$ cat src/rtl/rcad_pkg.sv
`timescale 1ns / 1ps
// shared constants, types and q15 arithmetic for the reverb delay unit
// no dependencies
package rcad_pkg;

  // delay line geometry
  localparam int DELAY_DEPTH = 4096;
  localparam int PTR_W       = $clog2(DELAY_DEPTH);
  localparam int SMP_W       = 16;
  localparam int DLEN_W      = 13;
  localparam int CNT_W       = (PTR_W + 1 > DLEN_W) ? PTR_W + 1 : DLEN_W;

  // configuration port
  localparam int CFG_IDX_W  = 3;
  localparam int CFG_DATA_W = 16;

  localparam logic [CFG_IDX_W-1:0] CFG_FILTER_MODE   = 3'd0;
  localparam logic [CFG_IDX_W-1:0] CFG_DRY_GAIN      = 3'd1;
  localparam logic [CFG_IDX_W-1:0] CFG_WET_GAIN      = 3'd2;
  localparam logic [CFG_IDX_W-1:0] CFG_FEEDBACK_GAIN = 3'd3;
  localparam logic [CFG_IDX_W-1:0] CFG_DELAY_LENGTH  = 3'd4;

  // filter modes
  localparam logic MODE_COMB    = 1'b0;
  localparam logic MODE_ALLPASS = 1'b1;

  // reset values of the registers
  localparam logic signed [SMP_W-1:0] DRY_GAIN_RST      = 16'sd19661;
  localparam logic signed [SMP_W-1:0] WET_GAIN_RST      = 16'sd22938;
  localparam logic signed [SMP_W-1:0] FEEDBACK_GAIN_RST = 16'sd26214;
  localparam logic [DLEN_W-1:0]       DELAY_LENGTH_RST  = 13'd3528;

  localparam logic signed [SMP_W-1:0] SMP_MAX = 16'sh7fff;
  localparam logic signed [SMP_W-1:0] SMP_MIN = 16'sh8000;

  // position of one transaction in the delay line
  typedef struct packed {
    logic [PTR_W-1:0] addr;
    logic             filled;
  } line_pos_t;

  // clamp a 17-bit value to 16 bits
  function automatic logic signed [SMP_W-1:0] sat17(input logic signed [SMP_W:0] v);
    logic signed [SMP_W-1:0] r;
    if (v[SMP_W] == v[SMP_W-1]) begin
      r = v[SMP_W-1:0];
    end else if (v[SMP_W]) begin
      r = SMP_MIN;
    end else begin
      r = SMP_MAX;
    end
    return r;
  endfunction

  // q15 product, floor shift, saturated
  function automatic logic signed [SMP_W-1:0] q15_mul(input logic signed [SMP_W-1:0] a,
                                                      input logic signed [SMP_W-1:0] b);
    logic signed [2*SMP_W-1:0] prod;
    prod = a * b;
    return sat17(prod[2*SMP_W-1:SMP_W-1]);
  endfunction

  // saturated add of two 16-bit values
  function automatic logic signed [SMP_W-1:0] sat_add(input logic signed [SMP_W-1:0] a,
                                                      input logic signed [SMP_W-1:0] b);
    logic signed [SMP_W:0] s;
    s = {a[SMP_W-1], a} + {b[SMP_W-1], b};
    return sat17(s);
  endfunction

  // negation with the most negative value mapped to the maximum
  function automatic logic signed [SMP_W-1:0] neg_sat(input logic signed [SMP_W-1:0] a);
    logic signed [SMP_W-1:0] r;
    if (a == SMP_MIN) begin
      r = SMP_MAX;
    end else begin
      r = -a;
    end
    return r;
  endfunction

endpackage

$ cat src/rtl/rcad_line_ctrl.sv
`timescale 1ns / 1ps
// circular pointer and first-pass flag of the delay line
// depends on rcad_pkg
module rcad_line_ctrl
  import rcad_pkg::*;
(
  input  logic              clk_i,
  input  logic              rst_ni,
  input  logic [DLEN_W-1:0] delay_length_i,
  input  logic              advance_i,
  output line_pos_t         pos_o
);

  logic [PTR_W-1:0] ptr_q, ptr_d;
  logic             filled_q, filled_d;
  logic [CNT_W-1:0] len;
  logic [CNT_W-1:0] dl_ext;
  logic [CNT_W-1:0] nxt;
  logic             wrap;

  // effective length, clamped to 1..depth
  assign dl_ext = CNT_W'(delay_length_i);
  always_comb begin
    if (dl_ext == '0) begin
      len = CNT_W'(1);
    end else if (dl_ext > CNT_W'(DELAY_DEPTH)) begin
      len = CNT_W'(DELAY_DEPTH);
    end else begin
      len = dl_ext;
    end
  end

  // pointer beyond a shortened line restarts at zero
  assign wrap         = CNT_W'(ptr_q) >= len;
  assign pos_o.addr   = wrap ? '0 : ptr_q;
  assign pos_o.filled = filled_q | wrap;

  // advance and wrap
  assign nxt = CNT_W'(pos_o.addr) + CNT_W'(1);
  always_comb begin
    if (nxt >= len) begin
      ptr_d    = '0;
      filled_d = 1'b1;
    end else begin
      ptr_d    = nxt[PTR_W-1:0];
      filled_d = pos_o.filled;
    end
  end

  always_ff @(posedge clk_i or negedge rst_ni) begin
    if (!rst_ni) begin
      ptr_q    <= '0;
      filled_q <= 1'b0;
    end else if (advance_i) begin
      ptr_q    <= ptr_d;
      filled_q <= filled_d;
    end
  end

endmodule

$ cat config.mk
export PLATFORM = sky130hd
export DESIGN_NAME = rcad_line_ctrl
export DESIGN_NICKNAME = d
export VERILOG_FILES = /design/src/rtl/rcad_pkg.sv /design/src/rtl/rcad_line_ctrl.sv
export SDC_FILE = /design/constraint.sdc
export NUM_CORES = 1
export LEC_CHECK = 0
export BUFFER_PORTS_ARGS = -buffer_cell sky130_fd_sc_hd__buf_2
export CAP_MARGIN = 15
export CORE_MARGIN = 3
export CORE_UTILIZATION = 50
export CTS_CLUSTER_DIAMETER = 50
export CTS_CLUSTER_SIZE = 24
export DETAILED_ROUTE_END_ITERATION = 6
export PLACE_DENSITY_LB_ADDON = 0.1
export SYNTH_ARGS = -nofsm -noshare
export SYNTH_HDL_FRONTEND = slang
export SYNTH_SLANG_ARGS = --single-unit
$ cat constraint.sdc
create_clock -name clk_i -period 3.99 [get_ports clk_i]
set_input_delay 0.1995 -clock clk_i [delete_from_list [all_inputs] [get_ports clk_i]]
set_output_delay 0.1995 -clock clk_i [all_outputs]
set_load 0.01 [all_outputs]
Word-level counts from Yosys, hierarchy flattened

Cells that the tools add are included.

Bits in latches: 0
Word-level logic and storage cells: 13
Bits of input ports: 16
Output and inout port bits: 13
Memories: 0
Register bits: 13
Bits in writable memories: 0
Bits in read-only memories: 0

Equality and inequality tests: 0
Multiplexer cells: 5
Add/subtract/negate cells: 1
Reduce and logical (&&, ||, !) cells: 1
$mul: 0
Bitwise gates (word level): 1
Magnitude comparators: 3
Shift operators: 0
Divide/modulo/power cells: 0

Operators by type and width:

| cell                                                  | number |
|---|---|
| 2-to-1 mux 13 bit                                     | 2 |
| 2-to-1 mux 12 bit                                     | 2 |
| adder 12 x 1 -> 13 bit, second input constant         | 1 |
| greater-or-equal comparator 12 x 13 -> 1 bit          | 1 |
| greater-or-equal comparator 13 bit                    | 1 |
| greater-than comparator 13 bit, second input constant | 1 |
| zero test 13 bit                                      | 1 |
| 2-to-1 mux 1 bit                                      | 1 |
| OR 1 bit                                              | 1 |

Depth between registers and ports, before layout

Depth in word-level cells: 8
Depth in mapped cells: 18
Gate-level depth less buffers: 16

Worst setup path after synthesis

Ideal clock, no wire load.

Kind: input port to flip-flop
From: input delay_length_i[12]
To: register ptr_q[5]
Setup time: 0.092 ns
Buffers on the path: 3
Required time: 3.898 ns
Stages: 18
Arrival time: 3.868 ns
Setup slack: 0.031 ns
Cell sequence: inv_1 -> clkbuf_1 -> nand2_1 -> ha_1 -> a21oi_1 -> o21ai_1 -> or4_4 -> a21o_2 -> clkbuf_1 -> a21oi_1 -> ha_1 -> a21o_1 -> a21o_2 -> or2b_2 -> a221oi_4 -> nand2_2 -> buf_6 -> o31ai_2

Longest elaborated chain between the ends: 8
Elaborated cells between the ends (all ways): 9
Those cells by class: 1 x add/sub; 3 x order compare; 4 x mux; 1 x reduce/logical

RTL lines:

| element                                      | line                 | text |
|---|---|---|
| start: declaration                           | rcad_line_ctrl.sv:9  | `input logic [DLEN_W-1:0] delay_length_i,` |
| greater-than comparator 13 bit               | rcad_line_ctrl.sv:26 | `end else if (dl_ext > CNT_W'(DELAY_DEPTH)) begin` |
| 2-to-1 mux 13 bit                            | rcad_line_ctrl.sv:26 |  |
| 2-to-1 mux 13 bit *                          | rcad_line_ctrl.sv:24 | `if (dl_ext == '0) begin` |
| greater-or-equal comparator 12 x 13 -> 1 bit | rcad_line_ctrl.sv:34 | `assign wrap = CNT_W'(ptr_q) >= len;` |
| 2-to-1 mux 12 bit                            | rcad_line_ctrl.sv:35 | `assign pos_o.addr = wrap ? '0 : ptr_q;` |
| adder 12 x 1 -> 13 bit                       | rcad_line_ctrl.sv:39 | `assign nxt = CNT_W'(pos_o.addr) + CNT_W'(1);` |
| greater-or-equal comparator 13 bit           | rcad_line_ctrl.sv:41 | `if (nxt >= len) begin` |
| 2-to-1 mux 12 bit *                          | rcad_line_ctrl.sv:41 |  |
| end signal: assignment                       | rcad_line_ctrl.sv:55 | `ptr_q <= ptr_d;` |
| end: declaration                             | rcad_line_ctrl.sv:14 | `logic [PTR_W-1:0] ptr_q, ptr_d;` |

Mark *: on every way between the ends. The rest lies on a longest branch, timed or not.
A chain may end at the register's enable or synchronous reset.

Worst setup path after layout

From: register ptr_q[2]
To: register ptr_q[3]

Longest elaborated chain between the ends: 5

RTL lines:

| element                                      | line |
|---|---|
| greater-or-equal comparator 12 x 13 -> 1 bit | rcad_line_ctrl.sv:34 |
| 2-to-1 mux 12 bit *                          | rcad_line_ctrl.sv:35 |
| adder 12 x 1 -> 13 bit *                     | rcad_line_ctrl.sv:39 |
| greater-or-equal comparator 13 bit           | rcad_line_ctrl.sv:41 |
| 2-to-1 mux 12 bit *                          | rcad_line_ctrl.sv:41 |

Marked as above.

==> out/results.txt <==
status -> completed
R2R setup slack -> 0.17 ns
total CTS buffers -> 3
yosys warns -> 0
#FFs+latches synth -> 13
routed wire length -> 4400 um
Crit. End Element -> flip-flop
worst hold start -> advance_i
Fillers -> 266
root buffer cell -> clkbuf_4
Setup WS pre-CTS -> -0.115 ns
Synthesized Nets -> 239
Antenna Cells -> 0
Synth-to-Final Area Change -> 21.0%
# clock sinks -> 13
via total after detailed routing -> 1616
Synth Cell Area -> 0.00153 mm2
post-synth cell types -> 41
VDD IR-drop max -> 0.395 mV
CP required -> 4.19 ns
largest net degree at the start of global routing -> 14
Slew Limit Fails -> 0
FF-to-FF End -> ptr_q[3]$_DFFE_PN0P_
CP Class -> reg2reg
Synth Instances -> 198
highest clock rate -> 262 MHz
min Tclk post-route -> 3.82 ns
CTS tree -> yes
NumNets Final -> 284
RR Startpoint -> ptr_q[2]$_DFFE_PN0P_
Crit. Startpoint -> ptr_q[2]$_DFFE_PN0P_
drt drc -> 0
Final setup viols -> 0
IO buf count -> 28
Starting Density -> 54.1%
initial antenna violation count -> 0
core area -> 0.00283 mm2
skew final -> 0.00143 ns
worst path cell trace -> ha_1 > a211oi_2 > nor2_1 > or4_4 > a21o_4 > buf_4 > a21oi_1 > ha_1 > nand4_1 > o221ai_1 > a211o_1 > a221oi_4 > buf_4 > buf_6 > a21oi_1 > o22ai_1
clk_lat worst skew -> 0.28 ns
critical path arrival -> 4.02 ns
wire per inst -> 16.1 um
hold crit path type -> in2reg
Longest Clk Path Bufs -> 2
Layout Utilization -> 65.5%
row count -> 19
Worst Hold End -> ptr_q[0]$_DFFE_PN0P_
most frequent cells in the layout -> 34 x nand2_1, 28 x buf_2, 25 x ha_1
first-pass GRT wire length -> 6820 um
CP max stage cell -> or4_4
Startpoint Class -> flip-flop
vias per cell -> 5.92
syn_area_per_cell -> 7.73 um2
commonest non-fill, non-tap cell in the layout -> nand2_1
critical path peak fanout -> 9
register area share after synthesis -> 21.3%
Tcrit/Tclk final -> 95.6%
htree depth -> 1
Leak -> 0.000882 uW
GRT Overall Usage -> 24.6%
gpl congestion -> 0.929
fin cells -> 273
Die ar. -> 0.00376 mm2
Critical Path Max Stage Delay -> 0.49 ns
top-level port count -> 29
number of max-cap violations -> 0
r2r worst-path depth -> 16
Worst-Margin Slew -> 0.648 ns
PwrDens -> 755 mW/mm2
TritonRoute pass-1 iters -> 5
Worst Slack Setup Final -> 0.174 ns
setup TNS -> 0 ns
Hold Path Depth -> 2
global route overflow -> 0
Hold Vio Cnt, Final -> 0
DP Wirelength -> 3460 um
DRT iter0 DRCs -> 125
Rel. slew slack -> 56.5%
Die Wd -> 61.3 um
Vert. Die Dim -> 61.3 um
share of cells above drive strength 1 -> 26.0%
Final ANT Viol Nets -> 0
vias in the first global route -> 1533
Placed Cells -> 264
clk slew on worst S/H paths -> 0.08 ns
## worst max path at each step
stage / to / slack (ns) / depth (start not counted)
final: ptr_q[3]$_DFFE_PN0P_ / 0.17 / 16
after CTS: ptr_q[3]$_DFFE_PN0P_ / 0.08 / 14
after detailed placement: ptr_q[8]$_DFFE_PN0P_ / -0.11 / 17
after global placement: ptr_q[8]$_DFFE_PN0P_ / -0.03 / 16
after global routing: ptr_q[9]$_DFFE_PN0P_ / -0.006 / 16
after floorplan: ptr_q[5]$_DFFE_PN0P_ / 0.03 / 18
## kinds of logic after synthesis
| family | after synthesis | share of synthesized area [%] |
|---|---|---|
| AO/OA/AOI/OAI | 54 | 24.2 |
| XOR/XNOR | 3 | 1.72 |
| adder cells (fa/ha/maj) | 25 | 20.4 |
| buffers and inverters | 19 | 6.13 |
| flip-flops | 13 | 21.3 |
| AND/OR/NAND/NOR | 84 | 26.2 |
## cell type report
type / count / area (um2) / area share [%]
Sequential cell: 13 / 327 / 17.6
Inverter: 13 / 48.8 / 2.64
Clock buffer: 4 / 26.3 / 1.42
Tap cell: 31 / 38.8 / 2.09
Multi-Input combinational cell: 167 / 1130 / 61.2
Timing Repair Buffer: 45 / 278 / 15.0
## worst max-delay path, delay by kind of cell (launching register included)
kind	cells	cell delay, ns
AOI/OAI and AO/OA	8	1.52
adders and majority gates	2	0.61
DFF	1	0.45
buffers and inverters	3	0.46
and+or+nand+nor	3	0.70
## registers in the layout, summed over array words and instances (netlist names)
register	cells
filled_q	1
ptr_q	12
## power breakdown
group / total [uW] / switching (uW) / leakage [uW] / internal [uW]
registers: 246 / 62.9 / 0.000161 / 183
logic: 1070 / 577 / 0.000706 / 491
clock network: 85.5 / 46.7 / 0.0000150 / 38.8
total: 1400 / 687 / 0.000882 / 712
## synth_stat cells (all sizes together)
library cell	count	share of area, %
a211o	1	0.57
a211oi	3	1.8
a21o	3	1.6
a21oi	23	7.5
a221oi	1	1.7
a31oi	4	1.6
and2	5	2.0
and2b	2	1.1
and4	2	1.3
buf	3	2.2
clkbuf	3	0.74
clkinv	1	0.25
dfrtp	13	21
ha	25	20
inv	12	2.9
nand2	35	8.7
nand2b	2	0.82
nand3	7	2.3
nand4	4	1.6
nor2	18	4.4
nor2b	2	0.82
nor3	3	0.98
nor4	2	0.82
o2111ai	1	0.57
o21a	1	0.49
o21ai	3	0.98
o21bai	1	0.49
o221ai	1	0.57
o22ai	9	4.1
o31ai	3	2.1
or2b	1	0.57
or4	1	0.74
xnor2	1	0.57
xor2	2	1.1
## repair_timing
action	CTS	global route
endpoints found under the hold margin	13	0
hold buffers	1	0
setup buffers	0	2
setup endpoints to repair	0	11
gates resized for setup	0	8
## per-layer routing
| layer | GRT usage [%] | up-vias | share of wire (%) |
|---|---|---|---|
| met1 | 30.9 | 747 | 41 |
| met4 | 5.26 | 0 | 1.9 |
| met3 | 4.19 | 8 | 6.4 |
| met2 | 44.0 | 51 | 51 |
| met5 | 0 | - | 0 |
| li1 | - | 810 | - |
## stage by stage
stage                     total power (uW)  hold WS (ns)  area [um2]
final                                 1400         0.270        1850
after global placement                1180         0.106        1760
after detailed placement              1210         0.125        1760
after CTS                             1300         0.223        1800
after global routing                  1530         0.295        1850
after floorplan                        919       -0.0961        1530
Power figures use the tool's default switching activity.
