==> src/rtl/rcad_pkg.sv <==
`timescale 1ns / 1ps
// shared constants, types and q15 arithmetic for the reverb delay unit
// no dependencies
package rcad_pkg;

  // delay line geometry
  localparam int DELAY_DEPTH = 4096;
  localparam int PTR_W       = $clog2(DELAY_DEPTH);
  localparam int SMP_W       = 16;
  localparam int DLEN_W      = 13;
  localparam int CNT_W       = (PTR_W + 1 > DLEN_W) ? PTR_W + 1 : DLEN_W;

  // configuration port
  localparam int CFG_IDX_W  = 3;
  localparam int CFG_DATA_W = 16;

  localparam logic [CFG_IDX_W-1:0] CFG_FILTER_MODE   = 3'd0;
  localparam logic [CFG_IDX_W-1:0] CFG_DRY_GAIN      = 3'd1;
  localparam logic [CFG_IDX_W-1:0] CFG_WET_GAIN      = 3'd2;
  localparam logic [CFG_IDX_W-1:0] CFG_FEEDBACK_GAIN = 3'd3;
  localparam logic [CFG_IDX_W-1:0] CFG_DELAY_LENGTH  = 3'd4;

  // filter modes
  localparam logic MODE_COMB    = 1'b0;
  localparam logic MODE_ALLPASS = 1'b1;

  // reset values of the registers
  localparam logic signed [SMP_W-1:0] DRY_GAIN_RST      = 16'sd19661;
  localparam logic signed [SMP_W-1:0] WET_GAIN_RST      = 16'sd22938;
  localparam logic signed [SMP_W-1:0] FEEDBACK_GAIN_RST = 16'sd26214;
  localparam logic [DLEN_W-1:0]       DELAY_LENGTH_RST  = 13'd3528;

  localparam logic signed [SMP_W-1:0] SMP_MAX = 16'sh7fff;
  localparam logic signed [SMP_W-1:0] SMP_MIN = 16'sh8000;

  // position of one transaction in the delay line
  typedef struct packed {
    logic [PTR_W-1:0] addr;
    logic             filled;
  } line_pos_t;

  // clamp a 17-bit value to 16 bits
  function automatic logic signed [SMP_W-1:0] sat17(input logic signed [SMP_W:0] v);
    logic signed [SMP_W-1:0] r;
    if (v[SMP_W] == v[SMP_W-1]) begin
      r = v[SMP_W-1:0];
    end else if (v[SMP_W]) begin
      r = SMP_MIN;
    end else begin
      r = SMP_MAX;
    end
    return r;
  endfunction

  // q15 product, floor shift, saturated
  function automatic logic signed [SMP_W-1:0] q15_mul(input logic signed [SMP_W-1:0] a,
                                                      input logic signed [SMP_W-1:0] b);
    logic signed [2*SMP_W-1:0] prod;
    prod = a * b;
    return sat17(prod[2*SMP_W-1:SMP_W-1]);
  endfunction

  // saturated add of two 16-bit values
  function automatic logic signed [SMP_W-1:0] sat_add(input logic signed [SMP_W-1:0] a,
                                                      input logic signed [SMP_W-1:0] b);
    logic signed [SMP_W:0] s;
    s = {a[SMP_W-1], a} + {b[SMP_W-1], b};
    return sat17(s);
  endfunction

  // negation with the most negative value mapped to the maximum
  function automatic logic signed [SMP_W-1:0] neg_sat(input logic signed [SMP_W-1:0] a);
    logic signed [SMP_W-1:0] r;
    if (a == SMP_MIN) begin
      r = SMP_MAX;
    end else begin
      r = -a;
    end
    return r;
  endfunction

endpackage

==> src/rtl/rcad_pipe.sv <==
`timescale 1ns / 1ps
// sample pipeline: gains, delay ram read-modify-write, output register
// depends on rcad_pkg
module rcad_pipe
  import rcad_pkg::*;
(
  input  logic                    clk_i,
  input  logic                    rst_ni,
  // input transaction
  input  logic                    in_valid_i,
  output logic                    in_stall_o,
  input  logic signed [SMP_W-1:0] sample_in_i,
  output logic                    accept_o,
  input  line_pos_t               pos_i,
  // configuration
  input  logic                    filter_mode_i,
  input  logic signed [SMP_W-1:0] dry_gain_i,
  input  logic signed [SMP_W-1:0] wet_gain_i,
  input  logic signed [SMP_W-1:0] feedback_gain_i,
  // delay ram
  output logic                    ram_re_o,
  output logic [PTR_W-1:0]        ram_raddr_o,
  input  logic [SMP_W-1:0]        ram_rdata_i,
  output logic                    ram_we_o,
  output logic [PTR_W-1:0]        ram_waddr_o,
  output logic [SMP_W-1:0]        ram_wdata_o,
  // output transaction
  output logic                    out_valid_o,
  input  logic                    out_stall_i,
  output logic signed [SMP_W-1:0] sample_out_o
);

  logic                    s1_v_q, s2_v_q, out_v_q;
  logic [PTR_W-1:0]        s1_addr_q, s2_addr_q;
  logic                    s1_filled_q, s2_filled_q;
  logic signed [SMP_W-1:0] s1_base_q, s2_base_q;
  logic signed [SMP_W-1:0] s1_dir_q, s2_dir_q;
  logic signed [SMP_W-1:0] s2_d_q, s2_fbd_q;
  logic signed [SMP_W-1:0] out_q;

  logic                    en_out, en2, en1, hazard;
  logic signed [SMP_W-1:0] base_d, dir_d, fbd_d, store_d, y_d;

  // stage enables, bubbles collapse
  assign en_out = !out_v_q || !out_stall_i;
  assign en2    = !s2_v_q || en_out;
  assign en1    = !s1_v_q || en2;

  // entry still waiting for its write-back in stage 1 or 2
  assign hazard = (s1_v_q && (s1_addr_q == pos_i.addr)) ||
                  (s2_v_q && (s2_addr_q == pos_i.addr));

  assign in_stall_o = !en1 || hazard;
  assign accept_o   = in_valid_i && !in_stall_o;

  // read of the delay entry issued with the accept
  assign ram_re_o    = accept_o;
  assign ram_raddr_o = pos_i.addr;

  // direct and stored terms of the input sample
  always_comb begin
    if (filter_mode_i == MODE_ALLPASS) begin
      base_d = sample_in_i;
      dir_d  = q15_mul(sample_in_i, neg_sat(feedback_gain_i));
    end else begin
      base_d = q15_mul(sample_in_i, wet_gain_i);
      dir_d  = q15_mul(sample_in_i, dry_gain_i);
    end
  end

  // feedback product of the delayed sample
  assign fbd_d = q15_mul($signed(ram_rdata_i), feedback_gain_i);

  // sums, first pass leaves out the delayed terms
  always_comb begin
    if (s2_filled_q) begin
      store_d = sat_add(s2_base_q, s2_fbd_q);
      y_d     = sat_add(s2_dir_q, s2_d_q);
    end else begin
      store_d = s2_base_q;
      y_d     = s2_dir_q;
    end
  end

  // write-back as stage 2 moves to the output register
  assign ram_we_o    = s2_v_q && en_out;
  assign ram_waddr_o = s2_addr_q;
  assign ram_wdata_o = store_d;

  // valid bits
  always_ff @(posedge clk_i or negedge rst_ni) begin
    if (!rst_ni) begin
      s1_v_q  <= 1'b0;
      s2_v_q  <= 1'b0;
      out_v_q <= 1'b0;
    end else begin
      if (en1) begin
        s1_v_q <= accept_o;
      end
      if (en2) begin
        s2_v_q <= s1_v_q;
      end
      if (en_out) begin
        out_v_q <= s2_v_q;
      end
    end
  end

  // payload registers
  always_ff @(posedge clk_i) begin
    if (accept_o) begin
      s1_addr_q   <= pos_i.addr;
      s1_filled_q <= pos_i.filled;
      s1_base_q   <= base_d;
      s1_dir_q    <= dir_d;
    end
    if (en2 && s1_v_q) begin
      s2_addr_q   <= s1_addr_q;
      s2_filled_q <= s1_filled_q;
      s2_base_q   <= s1_base_q;
      s2_dir_q    <= s1_dir_q;
      s2_d_q      <= $signed(ram_rdata_i);
      s2_fbd_q    <= fbd_d;
    end
    if (en_out && s2_v_q) begin
      out_q <= y_d;
    end
  end

  assign out_valid_o  = out_v_q;
  assign sample_out_o = out_q;

endmodule

==> config.mk <==
export PLATFORM = sky130hd
export DESIGN_NAME = rcad_pipe
export DESIGN_NICKNAME = d
export VERILOG_FILES = /design/src/rtl/rcad_pkg.sv /design/src/rtl/rcad_pipe.sv
export SDC_FILE = /design/constraint.sdc
export NUM_CORES = 2
export LEC_CHECK = 0
export ABC_CLOCK_PERIOD_IN_PS = 3600
export BUFFER_PORTS_ARGS = -buffer_cell sky130_fd_sc_hd__buf_2
export CAP_MARGIN = 20
export CORE_ASPECT_RATIO = 0.7
export CORE_MARGIN = 3
export CORE_UTILIZATION = 66
export DETAILED_ROUTE_END_ITERATION = 8
export GPL_TIMING_DRIVEN = 1
export PLACE_DENSITY_LB_ADDON = 0.12
export SLEW_MARGIN = 20
export SYNTH_ARGS = -nofsm -noshare
export SYNTH_HDL_FRONTEND = slang
export SYNTH_SLANG_ARGS = --single-unit
==> constraint.sdc <==
create_clock -name clk_i -period 3.6 [get_ports clk_i]
set_input_delay 0 -clock clk_i [delete_from_list [all_inputs] [get_ports clk_i]]
set_output_delay 0 -clock clk_i [all_outputs]
set_load 0.05 [all_outputs]
Word level (Yosys, flattened, before mapping) --
Index checks and enable logic that the tools add are counted. Widths: inputs -> output; s select.
Word-level totals: bits in latches 0, memory bits (read-only) 0, logic and storage cells 64, bits in writable memories 0, bits in registers 141, memories kept 0, bits of input ports 98
Operators by class: $mul 4, equal/unequal tests 9, $add $sub $neg 3, reduce and logical (&&, ||, !) cells 16, mux-type cells 18, bitwise gates (word level) 0, shift operators 0, $lt $le $gt $ge 0, div/mod/pow operators 0
Operators by type and width (count):
- $mux 16 | 18
- $mul 16x16->32 | 4
- $add 16x16->17 | 2
- $eq 12x12->1 | 2
- $eq 16x16->1 const B | 1
- $neg 16->16 | 1
- $eq 1x1->1 | 6
- $logic_not 1->1 | 6
- $logic_and 1x1->1 | 5
- $logic_or 1x1->1 | 5

Logic depth before layout (Yosys ltp) --
word-level depth 8, gate-level depth with buffers 35

Worst setup path before layout --
OpenSTA, ideal clock, no wires.
path type input-to-reg, start input port feedback_gain_i[0], end register s1_dir_q[12], data pin, stages on the path 32, path slack -4088 ps, arrival 7536 ps, path buffers 5, data required time 3448 ps, cells stage by stage buf_2 inv_1 ha_1 nor4b_4 nand2_1 or4_1 clkbuf_1 or3_1 buf_2 nand2_1 buf_2 nand2_1 fa_1 inv_1 fa_1 fa_1 fa_1 fa_1 inv_1 fa_1 inv_1 ha_1 and4_1 nand2_1 o211ai_1 a21o_1 a21oi_2 o21ai_4 mux2i_1 buf_2 nand2_1 a22oi_2
On the way: word-level cells in the longest chain between the ends 7, elaborated cells on any way between the ends 9, those cells by class 1 x add/sub; 1 x mul; 2 x eq/ne; 5 x mux
RTL lines:
- start, declared | line rcad_pipe.sv:19 | input logic signed [SMP_W-1:0] feedback_gain_i,
- $neg 16->16 or $eq 16x16->1 (tied branches) | line rcad_pkg.sv:77, rcad_pkg.sv:74
- $mux 16 * | line rcad_pkg.sv:74 | if (a == SMP_MIN) begin
- $mux 16 * | line rcad_pipe.sv:62 | if (filter_mode_i == MODE_ALLPASS) begin
- $mul 16x16->32 * | line rcad_pkg.sv:59 | prod = a * b;
- $mux 16 or $eq 1x1->1 (tied branches) | line rcad_pkg.sv:47, rcad_pkg.sv:45
- $mux 16 * | line rcad_pkg.sv:45 | if (v[SMP_W] == v[SMP_W-1]) begin
- $mux 16 * | line rcad_pipe.sv:62
- named net dir_d[12] | line rcad_pipe.sv:42 | logic signed [SMP_W-1:0] base_d, dir_d, fbd_d, store_d, y_d;
- end signal, assigned | line rcad_pipe.sv:115 | s1_dir_q <= dir_d;
- end, declared | line rcad_pipe.sv:37 | logic signed [SMP_W-1:0] s1_dir_q, s2_dir_q;
Mark *: on every way through the listed nets, which the timed path passes. The rest lies on a longest branch. The select of a mux whose other input is x is not followed. A chain may end at the register's enable or synchronous reset.

Worst setup path in the final report --
start input port feedback_gain_i[0], end register s1_dir_q[13], data pin
Same word-level chain as after synthesis.

==> impl_metrics.py <==
metrics = {
    "detailed_routing": {
        "vias_per_cell": 5.623,
        "routed.top_layer": "met5",
        "dr_wl_met2_mm": 57.48,
        "first_pass_iters": 6,
        "wl_met3_mm": 16.85,
        "drt_iter0_markers": 3367,
        "ant_nets": 0,
        "drc": 0,
        "drt-met1-wl_mm": 55.59,
        "via_count": 36462,
        "wl_per_cell_um": 20.54,
        "finalWirelength_mm": 133.2,
    },
    "worst_hold_path": {
        "hp-class": "input port to flop",
        "hold_end": "s2_d_q[10]",
        "whs_path_depth": 2,
        "hold_start": "ram_rdata_i[10]",
    },
    "logic_synthesis": {
        "yosysTopAreaCell": "fa_1",
        "synth_top_area_frac": 0.4562,
        "synth-seq-cells": 141,
        "avgSynthCellArea_um2": 9.415,
        "synth_area_um2": 45900,
        "synth_edf_count": 138,
        "ys_top_cells_by_area": "fa_1 (46%), inv_1 (9.7%), ha_1 (9.5%)",
        "synth-seq-area-share": 0.09192,
        "synth_ff_type": "edfxtp_1",
        "ys_types": 92,
        "syn_nets": 6368,
        "synthCells": 4875,
        "yosysWarnings": 0,
        "async_flop_share": 0.02128,
    },
    "worst_setup_path": {
        "r2r-start": "s2_dir_q[0]",
        "cp-start-kind": "input port",
        "r2r_slack_ns": 0.24,
        "crit_buf_inv": 10,
        "path_class": "input port to flop",
        "reg2reg_to": "sample_out_o[5]",
        "critPathMaxStageDelay_ns": 0.56,
        "cp_common_cell": "fa_1",
        "arrival_ns": 7.43,
        "required_ns": 3.84,
        "end_kind": "flop",
        "cpMaxStageDelayCell": "fa_1",
        "r2r_cells": 12,
        "cp_top_family": "adder cells",
        "worst-path-max-fanout": 8,
    },
    "global_routing": {
        "grt_pass1_wl_mm": 208.7,
        "grt_usage": 0.3711,
        "antenna_found_initial": 3,
        "first_global_vias": 37952,
        "grt_overflow": 0,
        "grt_max_degree": 78,
    },
    "run": {
        "max_cap_violations": 0,
    },
    "timing": {
        "slew_headroom": 0.3247,
        "clock_skew_ns": 0.01310,
        "setup_viol": 49,
        "period_minus_slack_ns": 7.196,
        "fmax_ghz": 0.1390,
        "layout_setup_ws_ns": -3.596,
        "worst_pin_slew_ns": 1.013,
        "hold_viol": 0,
        "slew_violations": 0,
        "post-route-period-util": 1.999,
        "rsz0062_at_grt": "true",
    },
    "clock_network": {
        "cts_buffer_depth": 2,
        "root_buffer": "clkbuf_16",
        "worstSkewPairLatency_ns": 0.43,
        "cts_tree": "done",
        "numCtsBuffers": 17,
        "clk_pin_slew_ns": 0.07,
        "htreeDepth": 4,
        "cts.sinks": 141,
    },
    "die": {
        "die_h_um": 226.6,
        "ioPinCount": 159,
        "start_util": 0.6704,
        "rows": 80,
        "core_area_um2": 68470,
        "fp.dieW_um": 321.2,
        "die-area_um2": 72800,
    },
    "finish": {
        "area_growth_pct": 20.97,
        "final_cell_mix": "inv_1 (1150), fa_1 (1007), nand2_1 (641)",
        "nNetsFinal": 7059,
        "final_area_um2": 55530,
        "drive_gt1_frac": 0.2171,
        "final_common_cell": "inv_1",
    },
    "place": {
        "hpwlAfterDp_mm": 109.8,
        "placed_area_um2": 52470,
        "io_buffer_count": 158,
        "gp_congestion": 0.9917,
    },
    "status": {
        "violations": "negative setup slack",
        "outcome": "finished, violations left",
    },
}
cells in the mapped netlist (all sizes together) (21+ instances only):
| cell type | instances |
|---|---|
| inv | 1188 |
| buf | 48 |
| nand2 | 688 |
| and2 | 383 |
| a21o | 32 |
| nand2b | 53 |
| o21a | 22 |
| edfxtp | 138 |
| xnor2 | 91 |
| clkbuf | 165 |
| ha | 349 |
| o211ai | 21 |
| a21oi | 111 |
| o21ai | 55 |
| fa | 1046 |
| xor2 | 62 |
| nor2 | 104 |
| nand3 | 36 |
| nor2b | 23 |
layer usage:
metal	vias up	GRT usage
li1	15924	-
met1	18276	0.5576
met2	2021	0.5533
met3	237	0.1025
met4	4	0.06213
met5	-	0
through the flow:
stage | utilization | instances | setup TNS (ns) | hold WS (ns) | worst slack, ns
finish | 0.8110 | 6484 | -131.47 | 0.05703 | -3.596
global route | 0.8109 | 6480 | -140.60 | 0.03195 | -3.755
CTS | 0.7917 | 6433 | -127.98 | 0.01232 | -3.415
detailed placement | 0.7664 | 6346 | -158.45 | -0.1936 | -3.982
global placement | 0.7664 | 6346 | -154.70 | -0.2003 | -3.815
floorplan | - | 4875 | -129.46 | -0.2956 | -3.623
layout make-up:
cell class / count / area (um2)
Tap cell: 902 / 1129
Fill cell: 4313 / 12940
Timing Repair Buffer: 883 / 7365
Clock buffer: 20 / 436.7
Sequential cell: 141 / 4219
Clock inverter: 11 / 182.7
Inverter: 1188 / 4474
Antenna cell: 4 / 10.01
Multi-Input combinational cell: 3335 / 37710
worst register-to-register path, cell delays in order (launching register included):
cell and delay (ns):
edfxtp_1 0.37, ha_1 0.21, inv_1 0.07, fa_1 0.42
nor2b_1 0.14, o21a_1 0.14, o21ai_0 0.14, a211oi_1 0.39
nor3_1 0.14, o21ai_0 0.36, nand3_1 0.33, buf_4 0.28
a31oi_1 0.20
what timing repair did:
item,4_1_cts,5_1_grt
hold buffers,19,0
pin swaps,76,128
endpoints found under the hold margin,22,0
cloned,3,5
endpoints found under the setup margin,63,64
resized for setup,140,245
buffers inserted,34,48
worst max-delay path by stage:
stage,startpoint,end,slack [ns],depth (start not counted)
global placement,feedback_gain_i[1],s1_dir_q[13],-3.82,32
floorplan,feedback_gain_i[1],s1_dir_q[12],-3.62,34
CTS,feedback_gain_i[1],s1_dir_q[1],-3.41,31
finish,feedback_gain_i[0],s1_dir_q[13],-3.60,31
global route,feedback_gain_i[3],s1_dir_q[13],-3.75,32
detailed placement,feedback_gain_i[1],s1_dir_q[13],-3.98,30
cells by family (layout without fill, tap and decap cells):
| family | count (synthesis) | in the layout | share of synthesized area |
|---|---|---|---|
| adders and majority gates | 1409 | 1409 | 0.5546 |
| buffers and inverters | 1401 | 2102 | 0.1173 |
| and+or+nand+nor | 1386 | 1388 | 0.1472 |
| AOI/OAI and AO/OA | 372 | 372 | 0.05659 |
| xor gates and xnor gates | 153 | 153 | 0.02936 |
| DFF | 141 | 141 | 0.09192 |
| muxes | 13 | 13 | 0.003080 |
| other | 0 | 4 | 0 |
sequential cells by signal (all words and copies together), names as in the netlist:
name	count
out_valid_o	1
s2_d_q	16
s2_fbd_q	16
s1_dir_q	16
s1_v_q	1
s2_base_q	16
sample_out_o	16
s2_dir_q	16
s2_v_q	1
s1_addr_q	12
s1_base_q	16
s1_filled_q	1
ram_waddr_o	12
s2_filled_q	1
Power is left out: the tool's default activity adds up to more than one toggle a clock period on the data nets, which glitch-free logic cannot reach.
